$ cat src/rtl/lmpc_pkg.sv
// Shared types and constants for the LED mode / PWM controller.
// No dependencies; imported by the controller top level.
package lmpc_pkg;

	localparam int NUM_KEYS = 4;

	localparam int TIME_W  = 16;
	localparam int LEVEL_W = 3;
	localparam int PCT_W   = 7;
	localparam int CFG_W   = 16;
	localparam int CFG_IDX_W = 3;

	// compare = (period * percent) / 100 by reciprocal: exact for products below 2^23
	localparam int PROD_W      = TIME_W + 1 + PCT_W;
	localparam int RECIP_W     = 24;
	localparam int RECIP_SHIFT = 30;
	localparam logic [RECIP_W-1:0] RECIP_100 = 24'd10737419;

	localparam logic [CFG_IDX_W-1:0] CFG_PWM_TOP     = 3'd0;
	localparam logic [CFG_IDX_W-1:0] CFG_DEBOUNCE    = 3'd1;
	localparam logic [CFG_IDX_W-1:0] CFG_BEEP        = 3'd2;
	localparam logic [CFG_IDX_W-1:0] CFG_BLINK_HALF  = 3'd3;
	localparam logic [CFG_IDX_W-1:0] CFG_BREATHE_STEP = 3'd4;

	localparam logic ACT_TICK  = 1'b0;
	localparam logic ACT_PRESS = 1'b1;

	localparam logic [1:0] KEY_MODE   = 2'd0;
	localparam logic [1:0] KEY_BRIGHT = 2'd1;

	localparam logic [LEVEL_W-1:0] LEVEL_MAX = 3'd4;
	localparam logic [PCT_W-1:0]   PCT_FULL  = 7'd100;
	localparam logic [TIME_W-1:0]  TIME_SAT  = 16'hFFFF;

	typedef enum logic [1:0] {
		MODE_OFF     = 2'd0,
		MODE_ON      = 2'd1,
		MODE_BLINK   = 2'd2,
		MODE_BREATHE = 2'd3
	} mode_t;

	typedef struct packed {
		logic       action;
		logic [1:0] key_id;
	} cmd_t;

	typedef struct packed {
		logic [15:0] led_compare;
		logic [15:0] buzzer_compare;
		logic [1:0]  lamp_mode;
		logic [2:0]  bright_level;
	} res_t;

	function automatic logic [PCT_W-1:0] level_pct(input logic [LEVEL_W-1:0] level);
		logic [1:0] idx;
		idx = 2'(level - 3'd1);
		case (idx)
			2'd0:    level_pct = 7'd25;
			2'd1:    level_pct = 7'd50;
			2'd2:    level_pct = 7'd75;
			default: level_pct = 7'd100;
		endcase
	endfunction

	function automatic logic [TIME_W-1:0] sat_inc(input logic [TIME_W-1:0] v);
		sat_inc = (v == TIME_SAT) ? TIME_SAT : v + 16'd1;
	endfunction

	function automatic logic [TIME_W-1:0] at_least_one(input logic [TIME_W-1:0] v);
		at_least_one = (v == '0) ? 16'd1 : v;
	endfunction

endpackage

$ cat src/rtl/led_mode_pwm_controller.sv
// LED mode / brightness controller with key debounce, key beep and PWM compare output.
// Uses lmpc_pkg for the word types, mode codes, register indexes and helpers.
//
// One result word per command word, one command per clock sustained while res_stall does
// not hold the output. A command is registered on entry (stage 1); the mode/beep/blink/breathe
// state is updated from it as it moves on to stage 2, then the compare passes through two
// multiplier stages (period times percent into stage 3, then a reciprocal of 100 into stage 4),
// and the four-stage pipeline keeps taking words while a finished result waits under res_stall,
// until every stage holds a word.
// Registers are written through the plain cfg port and should only change while no
// word is in flight.
module led_mode_pwm_controller
	import lmpc_pkg::*;
(
	input  logic                 clk,
	input  logic                 arst_n,
	input  logic                 cmd_valid,
	output logic                 cmd_stall,
	input  cmd_t                 cmd,
	output logic                 res_valid,
	input  logic                 res_stall,
	output res_t                 res,
	input  logic                 cfg_we,
	input  logic [CFG_IDX_W-1:0] cfg_index,
	input  logic [CFG_W-1:0]     cfg_data
);

	typedef struct packed {
		logic             buzz;
		mode_t            mode;
		logic [LEVEL_W-1:0] level;
	} info_t;

	// configuration
	logic [TIME_W-1:0] pwm_top_q, debounce_q, beep_q, blink_half_q, breathe_step_q;

	// controller state
	mode_t              mode_q;
	logic [LEVEL_W-1:0] level_q;
	logic [TIME_W-1:0]  key_age_q [NUM_KEYS];
	logic [NUM_KEYS-1:0] key_seen_q;
	logic [TIME_W-1:0]  beep_left_q;
	logic               buzzer_on_q;
	logic [TIME_W-1:0]  blink_count_q;
	logic               blink_phase_q;
	logic [TIME_W-1:0]  breathe_timer_q;
	logic [PCT_W-1:0]   breathe_level_q;
	logic               breathe_rising_q;

	// next state
	mode_t              mode_d;
	logic [LEVEL_W-1:0] level_d;
	logic [TIME_W-1:0]  key_age_d [NUM_KEYS];
	logic [NUM_KEYS-1:0] key_seen_d;
	logic [TIME_W-1:0]  beep_left_d;
	logic               buzzer_on_d;
	logic [TIME_W-1:0]  blink_count_d;
	logic               blink_phase_d;
	logic [TIME_W-1:0]  breathe_timer_d;
	logic [PCT_W-1:0]   breathe_level_d;
	logic               breathe_rising_d;
	logic [PCT_W-1:0]   percent_d;

	// pipeline
	logic v1_q, v2_q, v3_q, v4_q;
	logic free1, free2, free3, free4;
	cmd_t               cmd_s1;
	logic [PCT_W-1:0]   percent_s2;
	info_t              info_s2, info_s3;
	logic [PROD_W-1:0]  prod_s3;
	res_t               res_s4;

	logic [TIME_W:0]            period;
	logic [PROD_W+RECIP_W-1:0]  scaled;
	logic [TIME_W:0]            quot;

	assign free4 = !v4_q || !res_stall;
	assign free3 = !v3_q || free4;
	assign free2 = !v2_q || free3;
	assign free1 = !v1_q || free2;
	assign cmd_stall = !free1;
	assign res_valid = v4_q;
	assign res       = res_s4;

	always_ff @(posedge clk or negedge arst_n) begin
		if (!arst_n) begin
			pwm_top_q      <= 16'd999;
			debounce_q     <= 16'd150;
			beep_q         <= 16'd80;
			blink_half_q   <= 16'd500;
			breathe_step_q <= 16'd20;
		end else if (cfg_we) begin
			unique case (cfg_index)
				CFG_PWM_TOP:      pwm_top_q      <= cfg_data;
				CFG_DEBOUNCE:     debounce_q     <= cfg_data;
				CFG_BEEP:         beep_q         <= cfg_data;
				CFG_BLINK_HALF:   blink_half_q   <= cfg_data;
				CFG_BREATHE_STEP: breathe_step_q <= cfg_data;
				default: ;
			endcase
		end
	end

	// state update for the word in stage 1
	always_comb begin
		logic             hit;
		logic             ok;
		logic [PCT_W-1:0] target;
		mode_d           = mode_q;
		level_d          = level_q;
		key_age_d        = key_age_q;
		key_seen_d       = key_seen_q;
		beep_left_d      = beep_left_q;
		buzzer_on_d      = buzzer_on_q;
		blink_count_d    = blink_count_q;
		blink_phase_d    = blink_phase_q;
		breathe_timer_d  = breathe_timer_q;
		breathe_level_d  = breathe_level_q;
		breathe_rising_d = breathe_rising_q;
		hit = 1'b0;
		ok  = 1'b0;
		target = level_pct(level_q);

		if (cmd_s1.action == ACT_PRESS) begin
			for (int k = 0; k < NUM_KEYS; k++) begin
				if (int'(cmd_s1.key_id) == k) begin
					hit = 1'b1;
					ok  = !key_seen_q[k] || (key_age_q[k] >= debounce_q);
				end
			end
			// keys beyond the fitted count never hit and are dropped
			if (hit && ok) begin
				for (int k = 0; k < NUM_KEYS; k++) begin
					if (int'(cmd_s1.key_id) == k) begin
						key_seen_d[k] = 1'b1;
						key_age_d[k]  = '0;
					end
				end
				beep_left_d = beep_q;
				buzzer_on_d = (beep_q != '0);
				if (cmd_s1.key_id == KEY_MODE) begin
					mode_d           = mode_t'(2'(mode_q + 2'd1));
					blink_count_d    = '0;
					blink_phase_d    = 1'b0;
					breathe_timer_d  = '0;
					breathe_level_d  = '0;
					breathe_rising_d = 1'b1;
				end else if (cmd_s1.key_id == KEY_BRIGHT) begin
					level_d = {1'b0, level_q[1:0]} + 3'd1;
				end
			end
		end else begin
			for (int k = 0; k < NUM_KEYS; k++)
				key_age_d[k] = sat_inc(key_age_q[k]);

			if (buzzer_on_q) begin
				beep_left_d = (beep_left_q != '0) ? beep_left_q - 16'd1 : '0;
				if (beep_left_d == '0)
					buzzer_on_d = 1'b0;
			end

			blink_count_d = sat_inc(blink_count_q);
			if (blink_count_d >= at_least_one(blink_half_q)) begin
				blink_count_d = '0;
				blink_phase_d = !blink_phase_q;
			end

			if (mode_q == MODE_BREATHE) begin
				breathe_timer_d = sat_inc(breathe_timer_q);
				if (breathe_timer_d >= at_least_one(breathe_step_q)) begin
					breathe_timer_d = '0;
					if (breathe_rising_q) begin
						if (breathe_level_q < target)
							breathe_level_d = breathe_level_q + 7'd1;
						else
							breathe_rising_d = 1'b0;
					end else if (breathe_level_q != '0) begin
						breathe_level_d = breathe_level_q - 7'd1;
					end else begin
						breathe_rising_d = 1'b1;
					end
				end
			end
		end

		case (mode_d)
			MODE_ON:      percent_d = level_pct(level_d);
			MODE_BLINK:   percent_d = blink_phase_d ? '0 : level_pct(level_d);
			MODE_BREATHE: percent_d = (breathe_level_d > PCT_FULL) ? PCT_FULL : breathe_level_d;
			default:      percent_d = '0;
		endcase
	end

	always_ff @(posedge clk or negedge arst_n) begin
		if (!arst_n) begin
			mode_q           <= MODE_ON;
			level_q          <= LEVEL_MAX;
			key_seen_q       <= '0;
			beep_left_q      <= '0;
			buzzer_on_q      <= 1'b0;
			blink_count_q    <= '0;
			blink_phase_q    <= 1'b0;
			breathe_timer_q  <= '0;
			breathe_level_q  <= '0;
			breathe_rising_q <= 1'b1;
			for (int k = 0; k < NUM_KEYS; k++)
				key_age_q[k] <= '0;
		end else if (v1_q && free2) begin
			mode_q           <= mode_d;
			level_q          <= level_d;
			key_seen_q       <= key_seen_d;
			beep_left_q      <= beep_left_d;
			buzzer_on_q      <= buzzer_on_d;
			blink_count_q    <= blink_count_d;
			blink_phase_q    <= blink_phase_d;
			breathe_timer_q  <= breathe_timer_d;
			breathe_level_q  <= breathe_level_d;
			breathe_rising_q <= breathe_rising_d;
			key_age_q        <= key_age_d;
		end
	end

	// valid flags
	always_ff @(posedge clk or negedge arst_n) begin
		if (!arst_n) begin
			v1_q <= 1'b0;
			v2_q <= 1'b0;
			v3_q <= 1'b0;
			v4_q <= 1'b0;
		end else begin
			if (free1) v1_q <= cmd_valid;
			if (free2) v2_q <= v1_q;
			if (free3) v3_q <= v2_q;
			if (free4) v4_q <= v3_q;
		end
	end

	assign period = {1'b0, pwm_top_q} + 17'd1;
	assign scaled = (PROD_W+RECIP_W)'(prod_s3) * (PROD_W+RECIP_W)'(RECIP_100);
	assign quot   = scaled[RECIP_SHIFT +: TIME_W+1];

	// payload stages
	always_ff @(posedge clk) begin
		if (free1 && cmd_valid)
			cmd_s1 <= cmd;
		if (free2 && v1_q) begin
			percent_s2    <= percent_d;
			info_s2.buzz  <= buzzer_on_d;
			info_s2.mode  <= mode_d;
			info_s2.level <= level_d;
		end
		if (free3 && v2_q) begin
			prod_s3 <= PROD_W'(period) * PROD_W'(percent_s2);
			info_s3 <= info_s2;
		end
		if (free4 && v3_q) begin
			res_s4.led_compare    <= (quot > {1'b0, pwm_top_q}) ? pwm_top_q : quot[TIME_W-1:0];
			res_s4.buzzer_compare <= info_s3.buzz ? period[TIME_W:1] : '0;
			res_s4.lamp_mode      <= info_s3.mode;
			res_s4.bright_level   <= info_s3.level;
		end
	end

	// a stall is only raised with a word held at the input register
	a_stall_held: assert property (@(posedge clk) disable iff (!arst_n)
		cmd_stall |-> v1_q)
		else $error("input stalled with empty input register");

	// a silent buzzer has no beep time left
	a_beep_idle: assert property (@(posedge clk) disable iff (!arst_n)
		!buzzer_on_q |-> (beep_left_q == '0))
		else $error("beep time left while buzzer off");

	a_level_range: assert property (@(posedge clk) disable iff (!arst_n)
		(level_q != '0) && (level_q <= LEVEL_MAX))
		else $error("brightness level out of range");

	a_breathe_range: assert property (@(posedge clk) disable iff (!arst_n)
		breathe_level_q <= PCT_FULL)
		else $error("breathe level above full scale");

	// state only moves when a word leaves the input register
	a_state_hold: assert property (@(posedge clk) disable iff (!arst_n)
		!(v1_q && free2) |=> $stable(mode_q) && $stable(level_q))
		else $error("mode or level changed without a word");

endmodule

$ cat config.mk
export PLATFORM = sky130hd
export DESIGN_NAME = led_mode_pwm_controller
export DESIGN_NICKNAME = d
export VERILOG_FILES = /design/src/rtl/lmpc_pkg.sv /design/src/rtl/led_mode_pwm_controller.sv
export SDC_FILE = /design/constraint.sdc
export NUM_CORES = 2
export LEC_CHECK = 0
export BUFFER_PORTS_ARGS = -buffer_cell sky130_fd_sc_hd__buf_2
export CAP_MARGIN = 20
export CORE_ASPECT_RATIO = 1.25
export CORE_MARGIN = 1.5
export CORE_UTILIZATION = 46
export CTS_CLUSTER_DIAMETER = 200
export CTS_CLUSTER_SIZE = 24
export DETAILED_ROUTE_END_ITERATION = 16
export SYNTH_ARGS = -nofsm -noshare
export SYNTH_HDL_FRONTEND = slang
export SYNTH_SLANG_ARGS = --single-unit
$ cat constraint.sdc
create_clock -name clk -period 8.8 [get_ports clk]
set_input_delay 0.88 -clock clk [delete_from_list [all_inputs] [get_ports clk]]
set_output_delay 0.88 -clock clk [all_outputs]
set_load 0.01 [all_outputs]
**Yosys cells after proc, flatten, opt, wreduce, memory -nomap -nowiden**

Index checks and enable logic that the tools add are counted.

- Bits in registers: 298
- Input bits: 27
- Output and inout bits: 39
- Logic and storage cells: 220

- Add/subtract/negate cells: 14
- Multipliers: 2
- Order comparisons: 9
- Equal/unequal tests: 28
- Multiplexer cells: 72
- Reductions and logical operators: 55

Operator list:

| kind | number |
|---|---|
| 16-bit two-way mux | 24 |
| 64-bit two-way mux | 2 |
| 16-bit by 1-bit adder with 16-bit output (second input constant) | 6 |
| 16-bit == test (second input constant) | 6 |
| 16-bit greater-or-equal comparator | 6 |
| 7-bit two-way mux | 10 |
| 7-bit case mux with 3 select lines | 3 |
| 16-bit logical NOT | 3 |
| 24-bit by 24-bit multiplier with 47-bit output (second input constant) | 1 |
| 16-bit nonzero test | 2 |
| 1-bit two-way mux | 26 |
| 17-bit by 7-bit multiplier with 24-bit output | 1 |
| 4-bit AND reduction | 5 |
| 3-bit AND reduction | 6 |
| 16-bit by 1-bit adder with 17-bit output (second input constant) | 1 |
| 17-bit by 16-bit greater-than comparator with 1-bit output | 1 |
| 16-bit by 1-bit subtractor with 16-bit output (second input constant) | 1 |
| 2-bit == test (second input constant) | 7 |
| 3-bit two-way mux | 4 |
| 2-bit by 1-bit != test with 1-bit output (second input constant) | 6 |
| 1-bit logical NOT | 11 |
| 2-bit by 1-bit == test with 1-bit output (second input constant) | 5 |
| 2-bit AND reduction | 5 |
| 2-bit logical NOT | 4 |
| 17 further kinds | 34 |

**Longest topological paths before layout**

- Word-level depth: 15
- Mapped depth: 34
- Depth with buffers taken out: 33

**Worst setup path after synthesis**

Ideal clock, no wire load.

- Path kind: register -> register
- From: register prod_s3[5]
- To: register res_s4 (netlist bit res[26]) (data pin)
- Library setup time: 0.260 ns
- Arrival: 7.668 ns
- Data required time: 8.540 ns
- Setup slack: 0.872 ns
- Stages on the path, launching flop included: 30
- Path buffers: 1
- Clock period less this slack: 7.928 ns
- Cell sequence: edfxtp_1 > inv_1 > fa_1 > inv_1 > ha_1 > fa_1 > fa_1 > fa_1 > fa_1 > inv_1 > fa_1 > inv_1 > ha_1 > a21oi_2 > o21ai_1 > a2111oi_2 > a211oi_1 > o21a_1 > o31a_1 > nor4_1 > a21oi_1 > xor2_1 > ha_1 > nand4_1 > o21ai_0 > a21oi_1 > a211o_1 > nand2_2 > buf_12 > mux2_4

- Longest elaborated chain between the ends: 3

RTL lines:

| what | RTL line | text |
|---|---|---|
| start, declared | led_mode_pwm_controller.sv:70 | `logic [PROD_W-1:0] prod_s3;` |
| start signal, assigned | led_mode_pwm_controller.sv:253 | `prod_s3 <= PROD_W'(period) * PROD_W'(percent_s2);` |
| 24-bit by 24-bit multiplier with 47-bit output * | led_mode_pwm_controller.sv:239 | `assign scaled = (PROD_W+RECIP_W)'(prod_s3) * (PROD_W+RECIP_W)'(RECIP_100);` |
| 17-bit by 16-bit greater-than comparator with 1-bit output | led_mode_pwm_controller.sv:257 | `res_s4.led_compare <= (quot > {1'b0, pwm_top_q}) ? pwm_top_q : quot[TIME_W-1:0];` |
| 16-bit two-way mux * | led_mode_pwm_controller.sv:257 |  |
| end, declared | led_mode_pwm_controller.sv:71 | `res_t res_s4;` |

Mark *: on every way between the ends. The rest lies on a longest branch, timed or not.
A chain may end at the register's enable or synchronous reset.

**Worst setup path after layout**

- From: register prod_s3[8]
- To: register res_s4 (netlist bit res[30]) (data pin)

The elaborated chain is that of the path after synthesis.

==> results by group <==
Status
  • Status: completed

Hold path
  • Hold Crit Class: in -> async

Critical path
  • Critical Path RT: 9.10 ns
  • CP max FO: 15
  • Worst setup EP type: register
  • Data arrival, critical path: 8.71 ns
  • Worst flop-to-flop path endpoint: res[30]$_DFFE_PP_
  • Worst R2R Setup Slack: 0.39 ns
  • Crit path launch type: register
  • Crit-path max cell delay: 0.56 ns
  • FF-to-FF Start: prod_s3[8]$_DFFE_PP_
  • Crit path top cell by count: fa_1
  • Setup CP Type: reg -> reg
  • Slowest CP cell: fa_1
  • Cell depth of the worst flop-to-flop path: 30

Synthesis
  • Count of cell types in the netlist: 82
  • Asr flop ratio synth: 72.15%
  • Synth top cells by count: 620 x inv_1, 449 x ha_1, 298 x fa_1
  • Syn avg cell area: 9.583 µm²
  • Top-count cell post-synth: inv_1
  • Register area share after synthesis: 25.49%
  • Synth Register Bits: 298
  • Post-Synthesis Cells: 3236
  • Top FF cell, synth: dfrtp_1
  • Top cell type by total area after synthesis: fa_1
  • Warnings, synthesis: 0
  • Synth area leaders: fa_1 19%, ha_1 18%, dfrtp_1 15%
  • EDFF count, synth: 83
  • Mapped Nets: 4010
  • Share of the synthesized area in the top cell type: 19.24%
  • Mapped Area: 31010 µm²

Timing
  • Setup violators final: 0
  • Fmax: 118.9 MHz
  • Final setup skew: 0.03366 ns
  • Fin crit share: 95.61%
  • Minimum clock period: 8.413 ns
  • Fin Hold WS: 0.3343 ns
  • Max Transition Viols Final: 0
  • Final Hold Fails: 0
  • Max_slew headroom: 20.77%
  • Slew @ Worst Pin: 1.180 ns

Clock network
  • Hold Buf Count CTS: 0
  • CTS tree: yes
  • Clk_lat worst skew: 0.55 ns
  • Clk sinks: 298
  • TritonCTS Buffers: 16
  • Reg clk slew, reported paths: 0.12 ns
  • Clock Path Buffers: 3
  • Cell at the root of the clock tree: clkbuf_16
  • H-tree depth: 1

Floorplanning
  • Die width: 235.2 µm
  • Area of the die: 68990 µm²
  • Starting Density: 46.39%
  • # rows: 106
  • Ports: 66
  • Die Y: 293.3 µm
  • Core Region: 66840 µm²

GRT
  • First-pass GRT wire length: 129.5 mm
  • Remaining global-route overflow: 0
  • Vias in the first global route: 24290
  • Initial antenna violation count: 1
  • Largest net degree at the start of global routing: 88
  • Overall Global Routing Usage: 23.71%

Detailed routing
  • Post-route ant nets: 0
  • 1st-iter DRT viols: 1258
  • Drt drc: 0
  • Routed WL per cell: 19.36 µm
  • Vias/cell: 5.544
  • Via Count: 23180
  • Pre-antenna DRT Iters: 6
  • Routed WL: 80.95 mm

Final layout
  • NumNets Final: 4081
  • Area delta synth->final: 7.053%
  • Fraction of layout cells with a size suffix above 1: 8.263%
  • Fill cells: 6254

Placement
  • Port Buffers: 65
  • Routability Congestion: 0.8963
  • Post-DP HPWL: 66.11 mm

Job
  • Max Cap Viol: 0
[flip-flops by register name, summed over array words and instances (netlist names), 2 cells and up]
register	count
debounce_q	16
mode_q	2
key_age_q	64
info_s3	6
res	37
prod_s3	24
blink_count_q	16
beep_left_q	16
key_seen_q	4
percent_s2	7
breathe_level_q	7
level_q	3
cmd_s1	3
blink_half_q	16
info_s2	6
beep_q	16
pwm_top_q	16
breathe_timer_q	16
breathe_step_q	16
[kinds of logic (layout without fill, tap and decap cells)]
group	Yosys count	count (layout)	share of synthesized area, %
buffers and inverters	706	786	8.622
and+or+nand+nor	751	751	11.78
DFF	298	298	25.49
xor gates and xnor gates	80	80	2.260
muxes	63	63	2.389
AOI/OAI and AO/OA	591	591	12.10
adders and majority gates	747	747	37.35
other	0	1	0
[final cells by class]
| cell class | count | area, µm² | share of cell area (%) |
|---|---|---|---|
| Antenna cell | 1 | 2.502 | 0.007538 |
| Clock buffer | 25 | 434.2 | 1.308 |
| Clock inverter | 2 | 32.53 | 0.09799 |
| Inverter | 620 | 2327 | 7.010 |
| Multi-Input combinational cell | 2232 | 20520 | 61.83 |
| Sequential cell | 298 | 7904 | 23.81 |
| Tap cell | 864 | 1081 | 3.256 |
| Timing Repair Buffer | 139 | 890.9 | 2.684 |
[worst max-delay path by stage]
stage | startpoint | to | slack [ns] | cells after the start
after detailed placement | prod_s3[12]$_DFFE_PP_ | res[34]$_DFFE_PP_ | -0.23 | 28
after global routing | prod_s3[8]$_DFFE_PP_ | res[30]$_DFFE_PP_ | -0.04 | 29
final | prod_s3[8]$_DFFE_PP_ | res[30]$_DFFE_PP_ | 0.39 | 30
after CTS | prod_s3[12]$_DFFE_PP_ | res[30]$_DFFE_PP_ | 0.03 | 28
after global placement | prod_s3[8]$_DFFE_PP_ | res[33]$_DFFE_PP_ | -0.11 | 29
after floorplan | prod_s3[5]$_DFFE_PP_ | res[26]$_DFFE_PP_ | 0.87 | 29
[per-stage QoR]
stage	std cells	utilization, %	setup WS, ns	TNS, ns	instance area, µm²
finish	4181	49.66	0.3866	0	33200
global route	4180	49.66	-0.03802	-0.3319	33190
CTS	4156	49.31	0.03236	0	32960
detailed placement	4129	48.60	-0.2297	-3.347	32490
global placement	4129	48.60	-0.1075	-1.509	32490
floorplan	3236	-	0.8721	0	31010
[per-layer routing]
metal  GRT usage [%]  part of all wire, %  vias up
li1                -                    -    10970
met1           26.99                   39    11540
met2           45.76                   54      510
met3           1.334                  3.1      156
met4           10.10                  4.5        0
met5               0                    0        -
[what timing repair did]
action	in CTS	in global routing
buffers inserted	0	22
endpoints found under the setup margin	15	16
gates resized for setup	2	8
pin swaps	0	4
[layout by cell type, fill, tap and decap left out, types with 13 or more instances in the layout]
cell / instances
nor4_1: 19
clkbuf_16: 16
fa_1: 298
a211oi_1: 15
nor2b_1: 21
xnor2_1: 62
inv_1: 620
mux2_2: 47
o21a_1: 14
and2_1: 51
buf_4: 74
a21o_1: 56
and3_1: 41
nand3_1: 69
buf_2: 64
a31oi_1: 23
nand2b_1: 22
ha_1: 449
xor2_1: 17
o21ai_1: 13
edfxtp_1: 83
a21oi_1: 148
dfrtp_1: 190
nor3_1: 50
nor2_1: 123
o21ai_0: 168
a22o_1: 22
nand4_1: 35
dfstp_2: 25
nand2_1: 267
[worst max-delay path, delay by kind of cell (launching register included)]
family | cells | cell delay [ns]
AND/OR/NAND/NOR | 4 | 0.71
buffers and inverters | 6 | 0.63
flip-flops | 1 | 0.54
AO/OA/AOI/OAI | 9 | 1.81
multiplexers | 1 | 0.34
adder cells (fa/ha/maj) | 9 | 3.94
XOR/XNOR | 1 | 0.20
Power is left out: the tool's default activity adds up to more than one toggle a clock period on the data nets, which glitch-free logic cannot reach.
